===== config.mk =====
export PLATFORM = sky130hd
export DESIGN_NAME = go_back_n_sender_window_top
export DESIGN_NICKNAME = d
export VERILOG_FILES = /design/src/rtl/gbnsw_pkg.sv /design/src/rtl/gbnsw_ram.sv /design/src/rtl/gbnsw_front.sv /design/src/rtl/gbnsw_back.sv /design/src/rtl/go_back_n_sender_window_top.sv
export SDC_FILE = /design/constraint.sdc
export NUM_CORES = 1
export LEC_CHECK = 0
export BUFFER_PORTS_ARGS = -buffer_cell sky130_fd_sc_hd__clkbuf_2
export CORE_AREA = 3 3 190 192
export CTS_BUF_LIST = sky130_fd_sc_hd__clkbuf_4 sky130_fd_sc_hd__clkbuf_8
export DETAILED_ROUTE_END_ITERATION = 7
export DIE_AREA = 0 0 193 195
export GPL_ROUTABILITY_DRIVEN = 0
export PLACE_DENSITY = 0.78
export SLEW_MARGIN = 20
export SYNTH_ARGS = -nofsm -noshare
export SYNTH_HDL_FRONTEND = slang
export SYNTH_SLANG_ARGS = --single-unit

===== constraint.sdc =====
create_clock -name clock -period 7.9 [get_ports clock]
set_input_delay 0 -clock clock [delete_from_list [all_inputs] [get_ports clock]]
set_output_delay 0 -clock clock [all_outputs]
set_load 0.01 [all_outputs]

===== src/rtl/gbnsw_pkg.sv =====
// gbnsw_pkg: shared types and constants of the go-back-n sender window block
// no dependencies; used by every rtl file of the block but gbnsw_ram

package gbnsw_pkg;

   localparam int SEQ_W   = 16;
   localparam int WIN_W   = 6;
   localparam int LIM_W   = 4;
   localparam int SLOT_OW = 5;
   localparam int KIND_W  = 3;
   localparam int FUNC_W  = 2;
   localparam int CSR_IW  = 2;

   localparam logic [WIN_W-1:0] WIN_MAX      = 6'd32;
   localparam logic [LIM_W-1:0] RETRY_SAT    = 4'd15;
   localparam logic [SEQ_W-1:0] TOTAL_RST    = 16'd1;
   localparam logic [WIN_W-1:0] INIT_WIN_RST = 6'd9;
   localparam logic [LIM_W-1:0] LIMIT_RST    = 4'd10;

   typedef enum logic [FUNC_W-1:0] {
      FUNC_POLL    = 2'd0,
      FUNC_ACK     = 2'd1,
      FUNC_TIMEOUT = 2'd2,
      FUNC_UNUSED  = 2'd3
   } func_type;

   typedef enum logic [KIND_W-1:0] {
      KIND_NEW     = 3'd0,
      KIND_RESEND  = 3'd1,
      KIND_STATUS  = 3'd2,
      KIND_DONE    = 3'd3,
      KIND_GAVE_UP = 3'd4
   } kind_type;

   typedef enum logic [CSR_IW-1:0] {
      CSR_TOTAL_FRAMES   = 2'd0,
      CSR_INITIAL_WINDOW = 2'd1,
      CSR_RETRY_LIMIT    = 2'd2,
      CSR_NONE           = 2'd3
   } csr_index_type;

   typedef enum logic [1:0] {
      ST_IDLE,
      ST_RETRY_CHK,
      ST_RESEND
   } back_state_type;

   // classified command handed from front to back
   typedef struct packed {
      func_type         op;
      logic [SEQ_W-1:0] ack_seq;
      logic [WIN_W-1:0] ack_win;
   } cmd_type;

   // one result item
   typedef struct packed {
      kind_type           kind;
      logic [SEQ_W-1:0]   frame_seq;
      logic [SLOT_OW-1:0] buffer_slot;
      logic [SEQ_W-1:0]   acked_frames;
      logic [WIN_W-1:0]   window;
      logic               last;
   } rsp_type;

   // window values above the maximum count as the maximum
   function automatic logic [WIN_W-1:0] clamp_win(input logic [WIN_W-1:0] v);
      clamp_win = (v > WIN_MAX) ? WIN_MAX : v;
   endfunction

endpackage


===== src/rtl/gbnsw_ram.sv =====
// gbnsw_ram: generic single-write, single-read ram with registered read data
// no dependencies

module gbnsw_ram #(
   parameter int WIDTH = 4,
   parameter int DEPTH = 32
) (
   input  logic                     clock,
   input  logic                     wr_en,
   input  logic [$clog2(DEPTH)-1:0] wr_addr,
   input  logic [WIDTH-1:0]         wr_data,
   input  logic                     rd_en,
   input  logic [$clog2(DEPTH)-1:0] rd_addr,
   output logic [WIDTH-1:0]         rd_data
);

   logic [WIDTH-1:0] mem_ff [DEPTH];
   logic [WIDTH-1:0] rd_data_ff;

   always_ff @(posedge clock) begin
      if (wr_en) begin
         mem_ff[wr_addr] <= wr_data;
      end
      if (rd_en) begin
         rd_data_ff <= mem_ff[rd_addr];
      end
   end

   assign rd_data = rd_data_ff;

endmodule


===== src/rtl/gbnsw_front.sv =====
// gbnsw_front: accepts request items, decodes and clamps them, queues commands
// depends on gbnsw_pkg

module gbnsw_front (
   input  logic                             clock,
   input  logic                             reset,
   input  logic                             req_tvalid,
   output logic                             req_tready,
   input  logic [23:0]                      req_tdata,
   input  logic [gbnsw_pkg::FUNC_W-1:0]     req_tuser,
   output logic                             cmd_valid,
   input  logic                             cmd_ready,
   output gbnsw_pkg::cmd_type               cmd
);

   localparam int QDEPTH = 2;

   gbnsw_pkg::cmd_type q_ff [QDEPTH];
   gbnsw_pkg::cmd_type q_in;
   gbnsw_pkg::cmd_type new_cmd;
   logic              wr_ptr_ff, wr_ptr_in;
   logic              rd_ptr_ff, rd_ptr_in;
   logic [1:0]        cnt_ff, cnt_in;
   logic              push, pop;

   // decode func and clamp the advertised window
   always_comb begin
      unique case (req_tuser)
         gbnsw_pkg::FUNC_POLL:    new_cmd.op = gbnsw_pkg::FUNC_POLL;
         gbnsw_pkg::FUNC_ACK:     new_cmd.op = gbnsw_pkg::FUNC_ACK;
         gbnsw_pkg::FUNC_TIMEOUT: new_cmd.op = gbnsw_pkg::FUNC_TIMEOUT;
         default:                 new_cmd.op = gbnsw_pkg::FUNC_UNUSED;
      endcase
      new_cmd.ack_seq = req_tdata[15:0];
      new_cmd.ack_win = gbnsw_pkg::clamp_win(req_tdata[21:16]);
   end

   assign req_tready = (cnt_ff != 2'(QDEPTH));
   assign push       = req_tvalid && req_tready;
   assign cmd_valid  = (cnt_ff != 2'd0);
   assign pop        = cmd_valid && cmd_ready;
   assign cmd        = q_ff[rd_ptr_ff];
   assign q_in       = new_cmd;

   always_comb begin
      wr_ptr_in = push ? ~wr_ptr_ff : wr_ptr_ff;
      rd_ptr_in = pop ? ~rd_ptr_ff : rd_ptr_ff;
      cnt_in    = cnt_ff + {1'b0, push} - {1'b0, pop};
   end

   always_ff @(posedge clock) begin
      if (reset) begin
         wr_ptr_ff <= 1'b0;
         rd_ptr_ff <= 1'b0;
         cnt_ff    <= 2'd0;
      end else begin
         wr_ptr_ff <= wr_ptr_in;
         rd_ptr_ff <= rd_ptr_in;
         cnt_ff    <= cnt_in;
      end
      if (push) begin
         q_ff[wr_ptr_ff] <= q_in;
      end
   end

endmodule


===== src/rtl/gbnsw_back.sv =====
// gbnsw_back: window state, configuration registers and result sequencing
// depends on gbnsw_pkg and gbnsw_ram (per-frame retry counters)

module gbnsw_back #(
   parameter int BUF_FRAMES = 32
) (
   input  logic                            clock,
   input  logic                            reset,
   input  logic                            cmd_valid,
   output logic                            cmd_ready,
   input  gbnsw_pkg::cmd_type              cmd,
   input  logic                            csr_valid,
   output logic                            csr_ready,
   input  logic [gbnsw_pkg::CSR_IW-1:0]    csr_index,
   input  logic [gbnsw_pkg::SEQ_W-1:0]     csr_wdata,
   output logic                            rsp_valid,
   input  logic                            rsp_ready,
   output gbnsw_pkg::rsp_type              rsp
);

   localparam int SLOT_W = $clog2(BUF_FRAMES);
   localparam int SEQ_W  = gbnsw_pkg::SEQ_W;
   localparam int WIN_W  = gbnsw_pkg::WIN_W;
   localparam int LIM_W  = gbnsw_pkg::LIM_W;
   localparam int MODN   = 33;

   gbnsw_pkg::back_state_type state_ff, state_in;
   logic [SEQ_W-1:0]      acked_ff, acked_in;
   logic [SEQ_W-1:0]      sent_ff, sent_in;
   logic [WIN_W-1:0]      win_ff, win_in;
   logic [SLOT_W-1:0]     sent_slot_ff, sent_slot_in;
   logic [SLOT_W-1:0]     acked_slot_ff, acked_slot_in;
   logic                  finished_ff, finished_in;
   logic                  aborted_ff, aborted_in;
   logic [SEQ_W-1:0]      total_ff, total_in;
   logic [WIN_W-1:0]      initwin_ff, initwin_in;
   logic [LIM_W-1:0]      limit_ff, limit_in;
   logic [SEQ_W-1:0]      run_seq_ff, run_seq_in;
   logic [SLOT_W-1:0]     run_slot_ff, run_slot_in;
   logic [WIN_W-1:0]      run_left_ff, run_left_in;
   logic [SLOT_W-1:0]     retry_idx_ff, retry_idx_in;
   logic [BUF_FRAMES-1:0] retry_vld_ff, retry_vld_in;
   logic                  rsp_vld_ff, rsp_vld_in;
   gbnsw_pkg::rsp_type    rsp_ff, rsp_in;

   logic [SLOT_W-1:0]     mod_tab [MODN];
   logic                  out_free;
   logic                  fin_now;
   logic [SEQ_W:0]        next_seq;
   logic [WIN_W-1:0]      ack_dist;
   logic [SLOT_W-1:0]     ack_mod;
   logic [SLOT_W-1:0]     ack_slot;
   logic [SEQ_W-1:0]      left_frames;
   logic [WIN_W-1:0]      outstanding;
   logic [WIN_W-1:0]      run_count;
   logic [LIM_W-1:0]      cnt_old, cnt_new;
   logic                  ram_wr, ram_rd;
   logic [LIM_W-1:0]      ram_rdata;

   // small constants of d mod BUF_FRAMES for distances up to the window maximum
   for (genvar g = 0; g < MODN; g++) begin : g_mod
      assign mod_tab[g] = SLOT_W'(g % BUF_FRAMES);
   end

   gbnsw_ram #(
      .WIDTH (LIM_W),
      .DEPTH (BUF_FRAMES)
   ) u_retry_ram (
      .clock   (clock),
      .wr_en   (ram_wr),
      .wr_addr (retry_idx_ff),
      .wr_data (cnt_new),
      .rd_en   (ram_rd),
      .rd_addr (retry_idx_in),
      .rd_data (ram_rdata)
   );

   function automatic logic [SLOT_W-1:0] slot_inc(input logic [SLOT_W-1:0] s);
      slot_inc = (s == SLOT_W'(BUF_FRAMES - 1)) ? '0 : s + 1'b1;
   endfunction

   assign out_free  = !rsp_vld_ff || rsp_ready;
   assign cmd_ready = (state_ff == gbnsw_pkg::ST_IDLE) && out_free;
   assign csr_ready = 1'b1;
   assign rsp_valid = rsp_vld_ff;
   assign rsp       = rsp_ff;

   // acknowledgment arithmetic
   always_comb begin
      next_seq = {1'b0, cmd.ack_seq} + 1'b1;
      ack_dist = WIN_W'(sent_ff - next_seq[SEQ_W-1:0]);
      ack_mod  = mod_tab[ack_dist];
      if (sent_slot_ff >= ack_mod) begin
         ack_slot = sent_slot_ff - ack_mod;
      end else begin
         ack_slot = SLOT_W'({1'b0, sent_slot_ff} + (SLOT_W+1)'(BUF_FRAMES) - {1'b0, ack_mod});
      end
      left_frames = total_ff - acked_ff;
      outstanding = WIN_W'(sent_ff - acked_ff);
      run_count   = (outstanding < win_ff) ? outstanding : win_ff;
      cnt_old     = retry_vld_ff[retry_idx_ff] ? ram_rdata : '0;
      cnt_new     = (cnt_old == gbnsw_pkg::RETRY_SAT) ? cnt_old : cnt_old + 1'b1;
      fin_now     = finished_ff || (!aborted_ff && (acked_ff >= total_ff));
   end

   always_comb begin
      state_in      = state_ff;
      acked_in      = acked_ff;
      sent_in       = sent_ff;
      win_in        = win_ff;
      sent_slot_in  = sent_slot_ff;
      acked_slot_in = acked_slot_ff;
      finished_in   = finished_ff;
      aborted_in    = aborted_ff;
      total_in      = total_ff;
      initwin_in    = initwin_ff;
      limit_in      = limit_ff;
      run_seq_in    = run_seq_ff;
      run_slot_in   = run_slot_ff;
      run_left_in   = run_left_ff;
      retry_idx_in  = retry_idx_ff;
      retry_vld_in  = retry_vld_ff;
      rsp_vld_in    = rsp_vld_ff && !rsp_ready;
      rsp_in        = rsp_ff;
      ram_wr        = 1'b0;
      ram_rd        = 1'b0;

      rsp_in.frame_seq    = rsp_ff.frame_seq;
      rsp_in.acked_frames = rsp_ff.acked_frames;

      unique case (state_ff)
         gbnsw_pkg::ST_IDLE: begin
            if (cmd_valid && out_free) begin
               rsp_vld_in          = 1'b1;
               rsp_in.kind         = gbnsw_pkg::KIND_STATUS;
               rsp_in.frame_seq    = '0;
               rsp_in.buffer_slot  = '0;
               rsp_in.acked_frames = acked_ff;
               rsp_in.window       = win_ff;
               rsp_in.last         = 1'b1;
               finished_in         = fin_now && !aborted_ff;
               if (aborted_ff) begin
                  rsp_in.kind = gbnsw_pkg::KIND_GAVE_UP;
               end else if (fin_now) begin
                  rsp_in.kind = gbnsw_pkg::KIND_DONE;
               end else begin
                  unique case (cmd.op)
                     gbnsw_pkg::FUNC_POLL: begin
                        if (({1'b0, sent_ff} < {1'b0, acked_ff} + (SEQ_W+1)'(win_ff)) &&
                            (sent_ff < total_ff)) begin
                           rsp_in.kind        = gbnsw_pkg::KIND_NEW;
                           rsp_in.frame_seq   = sent_ff;
                           rsp_in.buffer_slot = gbnsw_pkg::SLOT_OW'(sent_slot_ff);
                           sent_in            = sent_ff + 1'b1;
                           sent_slot_in       = slot_inc(sent_slot_ff);
                        end
                     end
                     gbnsw_pkg::FUNC_ACK: begin
                        if (cmd.ack_seq < sent_ff) begin
                           // zero window or a repeat of the newest ack: window only
                           if (win_ff == '0 || next_seq[SEQ_W-1:0] == acked_ff) begin
                              win_in = cmd.ack_win;
                           end else if (next_seq[SEQ_W-1:0] > acked_ff) begin
                              acked_in      = next_seq[SEQ_W-1:0];
                              acked_slot_in = ack_slot;
                              win_in        = cmd.ack_win;
                           end
                        end
                        rsp_in.acked_frames = acked_in;
                        rsp_in.window       = win_in;
                        if (acked_in >= total_ff) begin
                           finished_in = 1'b1;
                           rsp_in.kind = gbnsw_pkg::KIND_DONE;
                        end
                     end
                     gbnsw_pkg::FUNC_TIMEOUT: begin
                        if (left_frames < SEQ_W'(BUF_FRAMES)) begin
                           // one of the final frames: check its retry counter first
                           rsp_vld_in   = 1'b0;
                           retry_idx_in = SLOT_W'(BUF_FRAMES - 1) - SLOT_W'(left_frames);
                           ram_rd       = 1'b1;
                           state_in     = gbnsw_pkg::ST_RETRY_CHK;
                        end else if (run_count != '0) begin
                           rsp_vld_in  = 1'b0;
                           run_seq_in  = acked_ff;
                           run_slot_in = acked_slot_ff;
                           run_left_in = run_count;
                           state_in    = gbnsw_pkg::ST_RESEND;
                        end
                     end
                     default: begin
                     end
                  endcase
               end
            end
         end
         gbnsw_pkg::ST_RETRY_CHK: begin
            if (out_free) begin
               ram_wr                     = 1'b1;
               retry_vld_in[retry_idx_ff] = 1'b1;
               if (cnt_new >= limit_ff) begin
                  aborted_in          = 1'b1;
                  rsp_vld_in          = 1'b1;
                  rsp_in.kind         = gbnsw_pkg::KIND_GAVE_UP;
                  rsp_in.frame_seq    = '0;
                  rsp_in.buffer_slot  = '0;
                  rsp_in.acked_frames = acked_ff;
                  rsp_in.window       = win_ff;
                  rsp_in.last         = 1'b1;
                  state_in            = gbnsw_pkg::ST_IDLE;
               end else if (run_count == '0) begin
                  rsp_vld_in          = 1'b1;
                  rsp_in.kind         = gbnsw_pkg::KIND_STATUS;
                  rsp_in.frame_seq    = '0;
                  rsp_in.buffer_slot  = '0;
                  rsp_in.acked_frames = acked_ff;
                  rsp_in.window       = win_ff;
                  rsp_in.last         = 1'b1;
                  state_in            = gbnsw_pkg::ST_IDLE;
               end else begin
                  run_seq_in  = acked_ff;
                  run_slot_in = acked_slot_ff;
                  run_left_in = run_count;
                  state_in    = gbnsw_pkg::ST_RESEND;
               end
            end
         end
         gbnsw_pkg::ST_RESEND: begin
            if (out_free) begin
               rsp_vld_in          = 1'b1;
               rsp_in.kind         = gbnsw_pkg::KIND_RESEND;
               rsp_in.frame_seq    = run_seq_ff;
               rsp_in.buffer_slot  = gbnsw_pkg::SLOT_OW'(run_slot_ff);
               rsp_in.acked_frames = acked_ff;
               rsp_in.window       = win_ff;
               rsp_in.last         = (run_left_ff == WIN_W'(1));
               run_seq_in          = run_seq_ff + 1'b1;
               run_slot_in         = slot_inc(run_slot_ff);
               run_left_in         = run_left_ff - 1'b1;
               if (run_left_ff == WIN_W'(1)) begin
                  state_in = gbnsw_pkg::ST_IDLE;
               end
            end
         end
         default: begin
            state_in = gbnsw_pkg::ST_IDLE;
         end
      endcase

      // register writes are for the user to give only while idle; the block itself does not enforce it
      if (csr_valid) begin
         unique case (gbnsw_pkg::csr_index_type'(csr_index))
            gbnsw_pkg::CSR_TOTAL_FRAMES: total_in = csr_wdata;
            gbnsw_pkg::CSR_INITIAL_WINDOW: begin
               initwin_in = gbnsw_pkg::clamp_win(csr_wdata[WIN_W-1:0]);
               win_in     = initwin_in;
            end
            gbnsw_pkg::CSR_RETRY_LIMIT: limit_in = csr_wdata[LIM_W-1:0];
            default: begin
            end
         endcase
      end
   end

   always_ff @(posedge clock) begin
      if (reset) begin
         state_ff      <= gbnsw_pkg::ST_IDLE;
         acked_ff      <= '0;
         sent_ff       <= '0;
         win_ff        <= gbnsw_pkg::INIT_WIN_RST;
         sent_slot_ff  <= '0;
         acked_slot_ff <= '0;
         finished_ff   <= 1'b0;
         aborted_ff    <= 1'b0;
         total_ff      <= gbnsw_pkg::TOTAL_RST;
         initwin_ff    <= gbnsw_pkg::INIT_WIN_RST;
         limit_ff      <= gbnsw_pkg::LIMIT_RST;
         run_left_ff   <= '0;
         retry_vld_ff  <= '0;
         rsp_vld_ff    <= 1'b0;
      end else begin
         state_ff      <= state_in;
         acked_ff      <= acked_in;
         sent_ff       <= sent_in;
         win_ff        <= win_in;
         sent_slot_ff  <= sent_slot_in;
         acked_slot_ff <= acked_slot_in;
         finished_ff   <= finished_in;
         aborted_ff    <= aborted_in;
         total_ff      <= total_in;
         initwin_ff    <= initwin_in;
         limit_ff      <= limit_in;
         run_left_ff   <= run_left_in;
         retry_vld_ff  <= retry_vld_in;
         rsp_vld_ff    <= rsp_vld_in;
      end
      run_seq_ff   <= run_seq_in;
      run_slot_ff  <= run_slot_in;
      retry_idx_ff <= retry_idx_in;
      rsp_ff       <= rsp_in;
   end

endmodule


===== src/rtl/go_back_n_sender_window_top.sv =====
// go_back_n_sender_window_top: go-back-n sender window control, top level
// depends on gbnsw_pkg, gbnsw_front, gbnsw_back (which holds gbnsw_ram)
//
//   channel | direction | handshake             | payload
//   --------+-----------+-----------------------+------------------------------------
//   req     | in        | req_tvalid/req_tready | tuser func, tdata ack_seq/ack_window
//   rsp     | out       | rsp_tvalid/rsp_tready | tuser kind, tlast last, tdata rest
//   csr     | in        | csr_valid/csr_ready   | csr_index, csr_wdata
//
// poll, ack and unused codes are answered straight from idle; a timeout first reads a
// final frame's retry counter from ram when one is due, then gives up or resends up to
// 32 frames, paced by the resend sequencer and held while a result waits on rsp_tready
// reset (synchronous, active high) clears the window state and the retry valid bits
// a two-item command queue lets requests enter while a result waits on rsp_tready

module go_back_n_sender_window_top #(
   parameter int BUF_FRAMES = 32
) (
   input  logic                         clock,
   input  logic                         reset,
   // request items
   input  logic                         req_tvalid,
   output logic                         req_tready,
   input  logic [23:0]                  req_tdata,  // ack_seq[15:0], ack_window[21:16], zero
   input  logic [gbnsw_pkg::FUNC_W-1:0] req_tuser,  // func[1:0]
   // result items
   output logic                         rsp_tvalid,
   input  logic                         rsp_tready,
   output logic [47:0]                  rsp_tdata,  // frame_seq[15:0], buffer_slot[20:16],
                                                    // acked_frames[36:21], window[42:37], zero
   output logic [gbnsw_pkg::KIND_W-1:0] rsp_tuser,  // kind[2:0]
   output logic                         rsp_tlast,
   // register writes
   input  logic                         csr_valid,
   output logic                         csr_ready,
   input  logic [gbnsw_pkg::CSR_IW-1:0] csr_index,
   input  logic [gbnsw_pkg::SEQ_W-1:0]  csr_wdata
);

   // handoff between the classifying front and the executing back
   logic               cmd_valid;
   logic               cmd_ready;
   gbnsw_pkg::cmd_type cmd;
   gbnsw_pkg::rsp_type rsp;

   gbnsw_front u_front (
      .clock      (clock),
      .reset      (reset),
      .req_tvalid (req_tvalid),
      .req_tready (req_tready),
      .req_tdata  (req_tdata),
      .req_tuser  (req_tuser),
      .cmd_valid  (cmd_valid),
      .cmd_ready  (cmd_ready),
      .cmd        (cmd)
   );

   gbnsw_back #(
      .BUF_FRAMES (BUF_FRAMES)
   ) u_back (
      .clock     (clock),
      .reset     (reset),
      .cmd_valid (cmd_valid),
      .cmd_ready (cmd_ready),
      .cmd       (cmd),
      .csr_valid (csr_valid),
      .csr_ready (csr_ready),
      .csr_index (csr_index),
      .csr_wdata (csr_wdata),
      .rsp_valid (rsp_tvalid),
      .rsp_ready (rsp_tready),
      .rsp       (rsp)
   );

   // result item packing, lowest field first
   assign rsp_tdata = {5'd0, rsp.window, rsp.acked_frames, rsp.buffer_slot, rsp.frame_seq};
   assign rsp_tuser = rsp.kind;
   assign rsp_tlast = rsp.last;

endmodule


* After elaboration in Yosys (flattened, before gate mapping)
Memory sizes are Yosys's and may differ from the RTL's. A register that Yosys moved wholly into a read port is not among the register bits.
Cells that the tools add are included.
** Cells by class
- Add/sub/neg operators :: 17
- Order comparisons :: 15
- Equal/unequal tests :: 27
- Mux-type cells :: 128
- Bitwise operators :: 7
- Reductions and logical operators :: 35
** Operator list (count)
- 16-bit 2-to-1 mux :: 18
- 47-bit 2-to-1 mux :: 5
- 47-bit case mux with 3 select lines :: 1
- 6-bit 2-to-1 mux :: 23
- 5-bit 2-to-1 mux :: 21
- 43-bit 2-to-1 mux :: 2
- 16-bit by 1-bit adder with 16-bit output, second input constant :: 3
- 16-bit case mux with 3 select lines :: 1
- 16-bit >= comparator :: 2
- 16-bit < comparator :: 2
- 32-bit OR :: 1
- 1-bit 2-to-1 mux :: 31
- 23-bit 2-to-1 mux :: 1
- 2-bit 2-to-1 mux :: 11
- 22-bit 2-to-1 mux :: 1
- 21-bit 2-to-1 mux :: 1
- 2-bit inequality test, second input constant :: 9
- 6-bit case mux with 3 select lines :: 1
- 16-bit by 6-bit adder with 17-bit output :: 1
- 16-bit by 17-bit < comparator with 1-bit output :: 1
- 16-bit == test :: 1
- 16-bit greater-than comparator :: 1
- 16-bit by 6-bit < comparator with 1-bit output, second input constant :: 1
- 8-bit AND reduction :: 2
- 47 further kinds :: 88
** Storage, ports and cells
- Register bits after elaboration :: 188
- RAM bits :: 176
- ROM bits :: 320
- Input port bits :: 49
- Output and inout port bits :: 55
- Word-level logic and storage cells :: 257
- Memories :: 3
** Memory list
- (name not given) :: words 64, bits a word 5, rd ports 1, clocked after Yosys merged registers in 0, write ports 0, RTL line gbnsw_back.sv:92 : ack_mod = mod_tab[ack_dist];
- u_back.u_retry_ram.mem_ff :: words 32, bits a word 4, rd ports 1, clocked after Yosys merged registers in 1, write ports 1, RTL line gbnsw_ram.sv:17 : logic [WIDTH-1:0] mem_ff [DEPTH];
- u_front.q_ff :: words 2, bits a word 24, rd ports 1, clocked after Yosys merged registers in 1, write ports 1, RTL line gbnsw_front.sv:18 : gbnsw_pkg::cmd_type q_ff [QDEPTH];

* Longest topological paths before layout
Gate-level depths: netlist of run 1.
- Word-level depth :: 17
- Gate-level depth with buffers :: 33
- Mapped depth without buffers :: 31

* Cells and area by module
A second synthesis of run 1 with hierarchy kept.
** Unflattened totals
- Cell total of the unflattened synthesis :: 1793
- Area, all modules :: 19877.8 um^2
** By module, submodules not included
- gbnsw_back :: instances 1, cells each 1444, area an instance 12623.4 um^2, seq. area each 4364.2 um^2
- gbnsw_ram :: instances 1, cells each 231, area an instance 5178.7 um^2, seq. area each 3963.8 um^2
- gbnsw_front :: instances 1, cells each 112, area an instance 2034.5 um^2, seq. area each 1541.5 um^2
- go_back_n_sender_window_top :: instances 1, cells each 6, area an instance 41.3 um^2, seq. area each 0.0 um^2

* Worst setup path after synthesis of run 1
Ideal clock, no wire load.
- Path type :: reg2reg
- Start :: register u_back.retry_idx_ff[0]
- End :: register u_back.rsp_ff (netlist bit u_back.rsp[0]), enable pin
- Library setup time :: 523 ps
- Arrival :: 7561 ps
- Data required time :: 7377 ps
- Slack :: -183 ps
- Cell stages (with the launch flop) :: 15
- Path buffers :: 1
- Clock period less this slack :: 8083 ps
- Path through :: dfxtp_1 > buf_1 > mux4_2 > nor2b_1 > a21oi_1 > nand4_1 > and2_1 > ha_1 > nor2b_1 > a31oi_1 > ha_1 > a21o_1 > a21oi_1 > and2_1 > a211oi_1
** On the way
- Longest elaborated chain between the ends :: 8
- Elaborated cells on any way between the ends :: 9
- Those cells by class :: 1 x add/sub; 1 x order compare; 2 x eq/ne; 4 x mux; 1 x reduce/logical
** RTL lines
- from (decl) :: RTL line gbnsw_back.sv:41 : logic [SLOT_W-1:0] retry_idx_ff, retry_idx_in;
- from (signal assigned) :: RTL line gbnsw_back.sv:299 : retry_idx_ff <= retry_idx_in;
- 1-bit binary-select mux with 5-bit select * :: RTL line gbnsw_back.sv:101 : cnt_old = retry_vld_ff[retry_idx_ff] ? ram_rdata : '0;
- 1-bit 2-to-1 mux (implied by the code) * :: RTL line gbnsw_back.sv:101
- 4-bit 2-to-1 mux * :: RTL line gbnsw_back.sv:101
- 4-bit by 1-bit adder with 4-bit output or 4-bit == test (tied branches) :: RTL line gbnsw_back.sv:102 : cnt_new = (cnt_old == gbnsw_pkg::RETRY_SAT) ? cnt_old : cnt_old + 1'b1;
- 4-bit 2-to-1 mux * :: RTL line gbnsw_back.sv:102
- named net u_back.cnt_new[2] :: RTL line gbnsw_back.sv:56 : logic [LIM_W-1:0] cnt_old, cnt_new;
- 4-bit >= comparator * :: RTL line gbnsw_back.sv:201 : if (cnt_new >= limit_ff) begin
- 3-bit by 1-bit inequality test with 1-bit output (no source line) *
- 5-bit AND reduction (no source line) *
- to (signal assigned) :: RTL line gbnsw_back.sv:300 : rsp_ff <= rsp_in;
- to (decl) :: RTL line gbnsw_back.sv:44 : gbnsw_pkg::rsp_type rsp_ff, rsp_in;
Mark *: on every way through the listed nets, which the timed path passes. The rest lies on a longest branch. The select of a mux whose other input is x is not followed.
A chain may end at the register's enable or synchronous reset.

==> results_dict.tcl, run 1 <==
set metrics [dict create \
    grt-ovfl-total 0 \
    place_area_um2 20800 \
    grt_pass1_vias 15700 \
    wl_um 53700 \
    slowest_delay_ns 0.52 \
    synth_area_leaders "edfxtp_1, dfxtp_1, ha_1" \
    p_clk_share_pct 29.1 \
    synth_flop_cell "edfxtp_1" \
    core.rowCount 68 \
    critPathCaptureType "register" \
    die_x_um 193 \
    design_area_um2 22900 \
    synth_edf_count 248 \
    postCtsSetupBuffers 0 \
    nets 2304 \
    rsz0062_at_grt "no" \
    ys_top_cells_by_count "edfxtp_1, nand2_1, nor2_1" \
    port_buffers 95 \
    dp_cells 2432 \
    clock-sinks 369 \
    yosys_warnings 0 \
    finalHoldViolCount 0 \
    drc_errors 0 \
    clk_latency_ns 0.68 \
    post-dp-hpwl_um 37100 \
    synth_top_area_share_pct 37.5 \
    finalSetupViolCount 0 \
    drive_gt1_share_pct 12.8 \
    status "completed" \
    fp.coreArea_um2 34500 \
    die_height_um 195 \
    cts_max_path_buffers 3 \
    start_util_pct 57.6 \
    htree_levels 2 \
    maxSlewViolCount 0 \
    grt_pass1_wl_um 83700 \
    routedWlPerCell_um 20.5 \
    ioPinCount 104 \
    grt_antenna_before_repair 0 \
    ant_nets 0 \
    power_frac_seq_pct 39.7 \
    power_density_nw_per_um2 270 \
    min_path_type "primary input to register" \
    path_class "register to register" \
    syn-cell-area_um2 19900 \
    max_freq_mhz 137 \
    grt_util_all_layers_pct 28.3 \
    intPower_w 0.00403 \
    p_switching_w 0.00213 \
    maxSlewHeadroom_pct 26.2 \
    worst_slew_pin_slew_ns 1.10 \
    num_vias 15900 \
    clkSlewWorstSetupHoldPaths_ns 0.06 \
    finalSetupTns_ns 0 \
    cellLeakagePower_nw 9.08 \
    peakVddDrop_mv 0.179 \
    fin_skew_ns 0.0526 \
    syn_to_final_growth_pct 15.0 \
    arrival_ns 7.66 \
    cts-root-buf "clkbuf_8" \
    drtIter0Drc 1470 \
    grt_max_degree 65 \
    p_sw_share_pct 34.6 \
    synthDistinctLibCells 79 \
    vias_per_cell 6.07 \
    synth_most_common_cell "edfxtp_1" \
    fin_total_pwr_w 0.00617 \
    ys_ff_latch 369 \
    worst_path_max_delay_cell "nor4_1" \
    critPathMaxFanout 12 \
    synthCells 1940 \
    min_period_over_period_pct 92.3 \
    cts_tree "built" \
    first_pass_iters 5 \
    seq_area_frac_synth_pct 49.6 \
    critPathLaunchType "register" \
    diodes 0 \
    synth.largest_area_cell "edfxtp_1" \
    fin_crit_ns 7.29 \
    power.share.combinational_pct 31.2 \
    die_area_um2 37600 \
    drv_cap 0 \
    fin_cells 2618 \
    required_ns 8.27 \
    cts_buffers 60 \
    synthArstFlopShare_pct 0 \
    syn_area_per_cell_um2 10.2 \
    path_common_cell "a21o_1" \
]
## timing repair
action                                  in CTS  in global routing
gates resized for setup                      0                  0
hold endpoints to repair                   114                  0
hold buffers                                72                  0
endpoints found under the setup margin       0                  0
## cells by family (layout without fill, tap and decap cells)
kind of cell	Yosys count	in the layout	share of synthesized area, %
adder cells (fa/ha/maj)	144	144	9.25
other	2	6	0.0378
multiplexers	110	110	6.16
buffers and inverters	199	418	4.05
AO/OA/AOI/OAI	368	368	12.3
flip-flops	369	369	49.6
XOR/XNOR	72	72	3.17
AND/OR/NAND/NOR	676	676	15.4
## path summary, 6_finish.rpt
check | end | slack [ns] | start | cells past startpoint
worst min register to register | u_back.retry_vld_ff[10] | 0.47 | u_back.retry_vld_ff[10] | 2
worst min-delay path | u_front.q_ff[1][19] | 0.07 | req_tdata[13] | 2
worst max register to register | u_back.rsp[44] | 0.61 | register | 30
worst max-delay path | u_back.rsp[44] | 0.61 | register | 30
## power by group through the flow
stage / clock network, W / logic [W] / registers, W
floorplan: 0 / 0.00123 / 0.00248
global placement: 0 / 0.00178 / 0.00247
detailed placement: 0 / 0.00185 / 0.00248
global route: 0.00190 / 0.00211 / 0.00246
finish: 0.00180 / 0.00192 / 0.00244
CTS: 0.00181 / 0.00189 / 0.00244
## per-stage QoR
stage | setup WS [ns] | utilization, % | hold slack [ns]
6_report | 0.609 | 66.2 | 0.0716
5_1_grt | 0.0110 | 66.2 | 0.0651
4_1_cts | 0.753 | 66.2 | 0.0343
3_5_place_dp | 0.834 | 60.3 | 0.194
3_3_place_gp | 1.10 | 60.3 | 0.191
2_1_floorplan | 1.44 | - | 0.0989
## layout make-up
type	count	area [um^2]
timing repair buffer	189	1380
sequential	369	9870
inverter	115	432
clock buffer	92	1120
fill	2656	11700
clock inverter	22	213
tap	455	569
multi-input combinational	1376	9290
## critical path, delay by kind of cell, from the launching register on
| family | cells | cell delay (ns) |
|---|---|---|
| XOR/XNOR | 1 | 0.42 |
| flip-flops | 1 | 0.45 |
| AND/OR/NAND/NOR | 14 | 3.35 |
| multiplexers | 2 | 0.51 |
| AO/OA/AOI/OAI | 10 | 1.52 |
| adder cells (fa/ha/maj) | 2 | 0.46 |
| buffers and inverters | 1 | 0.29 |
## layer usage
metal / track usage (%) / vias up / share of wire, %
li1: - / 7333 / -
met1: 34.2 / 7631 / 38
met2: 49.7 / 733 / 51
met3: 4.27 / 193 / 7.0
met4: 13.0 / 0 / 4.8
met5: 0 / - / 0
## cells in the final DEF, fill, tap and decap left out, drive strengths merged, types with 44 or more instances in the layout
master / synthesis / routed
nand2: 229 / 229
edfxtp: 248 / 248
dlygate4sd3: 0 / 72
ha: 139 / 139
o21ai: 82 / 82
dfxtp: 121 / 121
a21o: 44 / 44
clkbuf: 59 / 186
inv: 114 / 116
nand3: 70 / 70
xnor2: 49 / 49
mux2i: 83 / 83
a21oi: 96 / 96
nor2: 222 / 222
## sequential cells by signal (all words and copies together) (netlist names), 16 cells and up, named ones only
| register | flops |
|---|---|
| u_back.u_retry_ram.mem_ff | 128 |
| u_back.acked_ff | 16 |
| u_back.retry_vld_ff | 32 |
| u_back.rsp | 47 |
| u_back.run_seq_ff | 16 |
| u_front.q_ff | 48 |
| u_back.sent_ff | 16 |
| u_back.total_ff | 16 |
No activity file was read; power rests on OpenSTA's default activity.
==> inputs of run 2 (changes only) <==
--- a/config.mk
+++ b/config.mk
@@ -6,12 +6,12 @@
 export NUM_CORES = 1
 export LEC_CHECK = 0
 export BUFFER_PORTS_ARGS = -buffer_cell sky130_fd_sc_hd__clkbuf_2
-export CORE_AREA = 3 3 190 192
+export CORE_AREA = 3 3 181 183
 export CTS_BUF_LIST = sky130_fd_sc_hd__clkbuf_4 sky130_fd_sc_hd__clkbuf_8
 export DETAILED_ROUTE_END_ITERATION = 7
-export DIE_AREA = 0 0 193 195
+export DIE_AREA = 0 0 184 186
 export GPL_ROUTABILITY_DRIVEN = 0
-export PLACE_DENSITY = 0.78
+export PLACE_DENSITY = 0.82
 export SLEW_MARGIN = 20
 export SYNTH_ARGS = -nofsm -noshare
 export SYNTH_HDL_FRONTEND = slang
==> constraint.sdc (replaced) <==
create_clock -name clock -period 6.95 [get_ports clock]
set_input_delay 0 -clock clock [delete_from_list [all_inputs] [get_ports clock]]
set_output_delay 0 -clock clock [all_outputs]
set_load 0.01 [all_outputs]
==> run 2 against run 1 <==
Combinational power is 16% higher. Worst hold slack gained 0.030 ns. Register-to-register slack got worse by 0.096 ns. Critical path depth rose by 3. First-iteration DRC count shrank 1.3%. Utilization grew 6.6 points. Sequential share of layout area about the same. Design area decreased by 0.11%. Cell count down 1.8%. Total power grew 13%. Clock-buffer cell count is 10 lower. Clock skew up 0.0034 ns. Largest cell class unchanged. Largest power group unchanged.
==> results_dict.tcl, run 2 (synthesis gave the netlist of run 1 again) <==
set metrics [dict create \
    cts_max_path_buffers 3 \
    cts_tree "built" \
    min_to "u_front.q_ff[1][20]" \
    cts-root-buf "clkbuf_8" \
    start_util_pct 63.3 \
    cts_buffers 58 \
    die_area_um2 34200 \
    finalSetupTns_ns 0 \
    grt_util_all_layers_pct 30.8 \
    drv_cap 0 \
    largest_reg_flops 128 \
    min_path_type "primary input to register" \
    postCtsSetupBuffers 0 \
    maxSlewHeadroom_pct 27.2 \
    layout_common_cells "edfxtp_1, nand2_1, nor2_1" \
    worst_slew_pin_slew_ns 1.09 \
    path_common_cell "a21o_1" \
    reg2reg_depth 33 \
    min_period_over_period_pct 92.6 \
    reg2reg_slack_ns 0.51 \
    place_ws_ns 0.400 \
    die_x_um 184 \
    port_buffers 95 \
    critPathMaxFanout 30 \
    grt_max_degree 69 \
    diodes 0 \
    place_area_um2 20800 \
    first_pass_iters 7 \
    design_area_um2 22800 \
    drtIter0Drc 1451 \
    clock-sinks 369 \
    r2r-end "u_back.rsp[44]" \
    peakVddDrop_mv 0.218 \
    grt_pass1_wl_um 83000 \
    final_core_util_pct 72.8 \
    fin_ws_ns 0.513 \
    grt_pass1_vias 15600 \
    max_freq_mhz 155 \
    path_class "register to register" \
    layout_commonest_cell "edfxtp_1" \
    die_height_um 186 \
    hold_depth 2 \
    nets 2312 \
    worst_path_max_delay_cell "dfxtp_1" \
    finalSetupViolCount 0 \
    regMostFlops "u_back.u_retry_ram.mem_ff" \
    finalHoldViolCount 0 \
    post-dp-hpwl_um 36700 \
    critPathCaptureType "register" \
    drc_errors 0 \
    grt_antenna_before_repair 0 \
    ant_nets 0 \
    arrival_ns 6.81 \
    fin_cells 2570 \
    clkSlewWorstSetupHoldPaths_ns 0.07 \
    critPathLaunchType "register" \
    wl_um 53500 \
    power_density_nw_per_um2 305 \
    register_area_um2 9870 \
    vias_per_cell 6.24 \
    ioPinCount 104 \
    fin_skew_ns 0.0559 \
    drive_gt1_share_pct 12.8 \
    htree_levels 2 \
    grt-ovfl-total 0 \
    min_from "req_tdata[14]" \
    num_vias 16000 \
    syn_to_final_growth_pct 14.9 \
    routedWlPerCell_um 20.8 \
    required_ns 7.32 \
    multi_input_area_um2 9310 \
    fin_crit_ns 6.44 \
    core.rowCount 65 \
    clk_latency_ns 0.65 \
    dp_cells 2387 \
    maxSlewViolCount 0 \
    status "completed" \
    fp.coreArea_um2 31400 \
    rsz0062_at_grt "no" \
    cellLeakagePower_nw 9.11 \
    slowest_delay_ns 0.44 \
    fill_cells 2141 \
]
[run 2: report_power, final]
| part | internal [W] | switching, W | total (W) |
|---|---|---|---|
| Sequential | 0.00262 | 0.000133 | 0.00275 |
| Clock | 0.00108 | 0.000900 | 0.00198 |
| Combinational | 0.000857 | 0.00137 | 0.00223 |
| Total | 0.00456 | 0.00240 | 0.00696 |
[run 2: worst max path at each step]
stage / to / slack, ns
floorplan: u_back.rsp[0] / 0.49
global placement: u_back.rsp[44] / 0.56
detailed placement: u_back.rsp[44] / 0.40
CTS: u_back.rsp[44] / 0.33
global route: u_back.rsp[44] / 0.05
finish: u_back.rsp[44] / 0.51
[run 2: critical path: cells and delay by family (launching register included)]
kind | cells | cell delay [ns]
DFF | 1 | 0.44
xor gates and xnor gates | 1 | 0.15
muxes | 1 | 0.13
and+or+nand+nor | 13 | 2.47
adders and majority gates | 2 | 0.54
AOI/OAI and AO/OA | 12 | 1.66
buffers and inverters | 4 | 0.80
[run 2: routing by layer]
metal	GRT usage, %	wire length, um
met1	38.9	20600
met2	53.1	26300
met3	4.53	3980
met4	13.8	2640
met5	0	0
[run 2: cell type report]
type                            count  area share (%)
Multi-Input combinational cell   1376            40.8
Clock buffer                       82            4.47
Clock inverter                     27            1.07
Timing Repair Buffer              199            6.41
Sequential cell                   369            43.2
Inverter                          115            1.89
Tap cell                          402            2.20
[run 2: through the flow]
step	total power, W	hold slack, ns
finish	0.00696	0.102
global route	0.00731	0.0990
global placement	0.00484	0.189
CTS	0.00691	0.0700
floorplan	0.00422	0.0989
detailed placement	0.00492	0.194
[run 2: repair_timing]
item / in CTS / in global routing
setup endpoints to repair: 0 / 2
gates resized for setup: 0 / 5
endpoints found under the hold margin: 107 / 0
hold buffers: 74 / 0
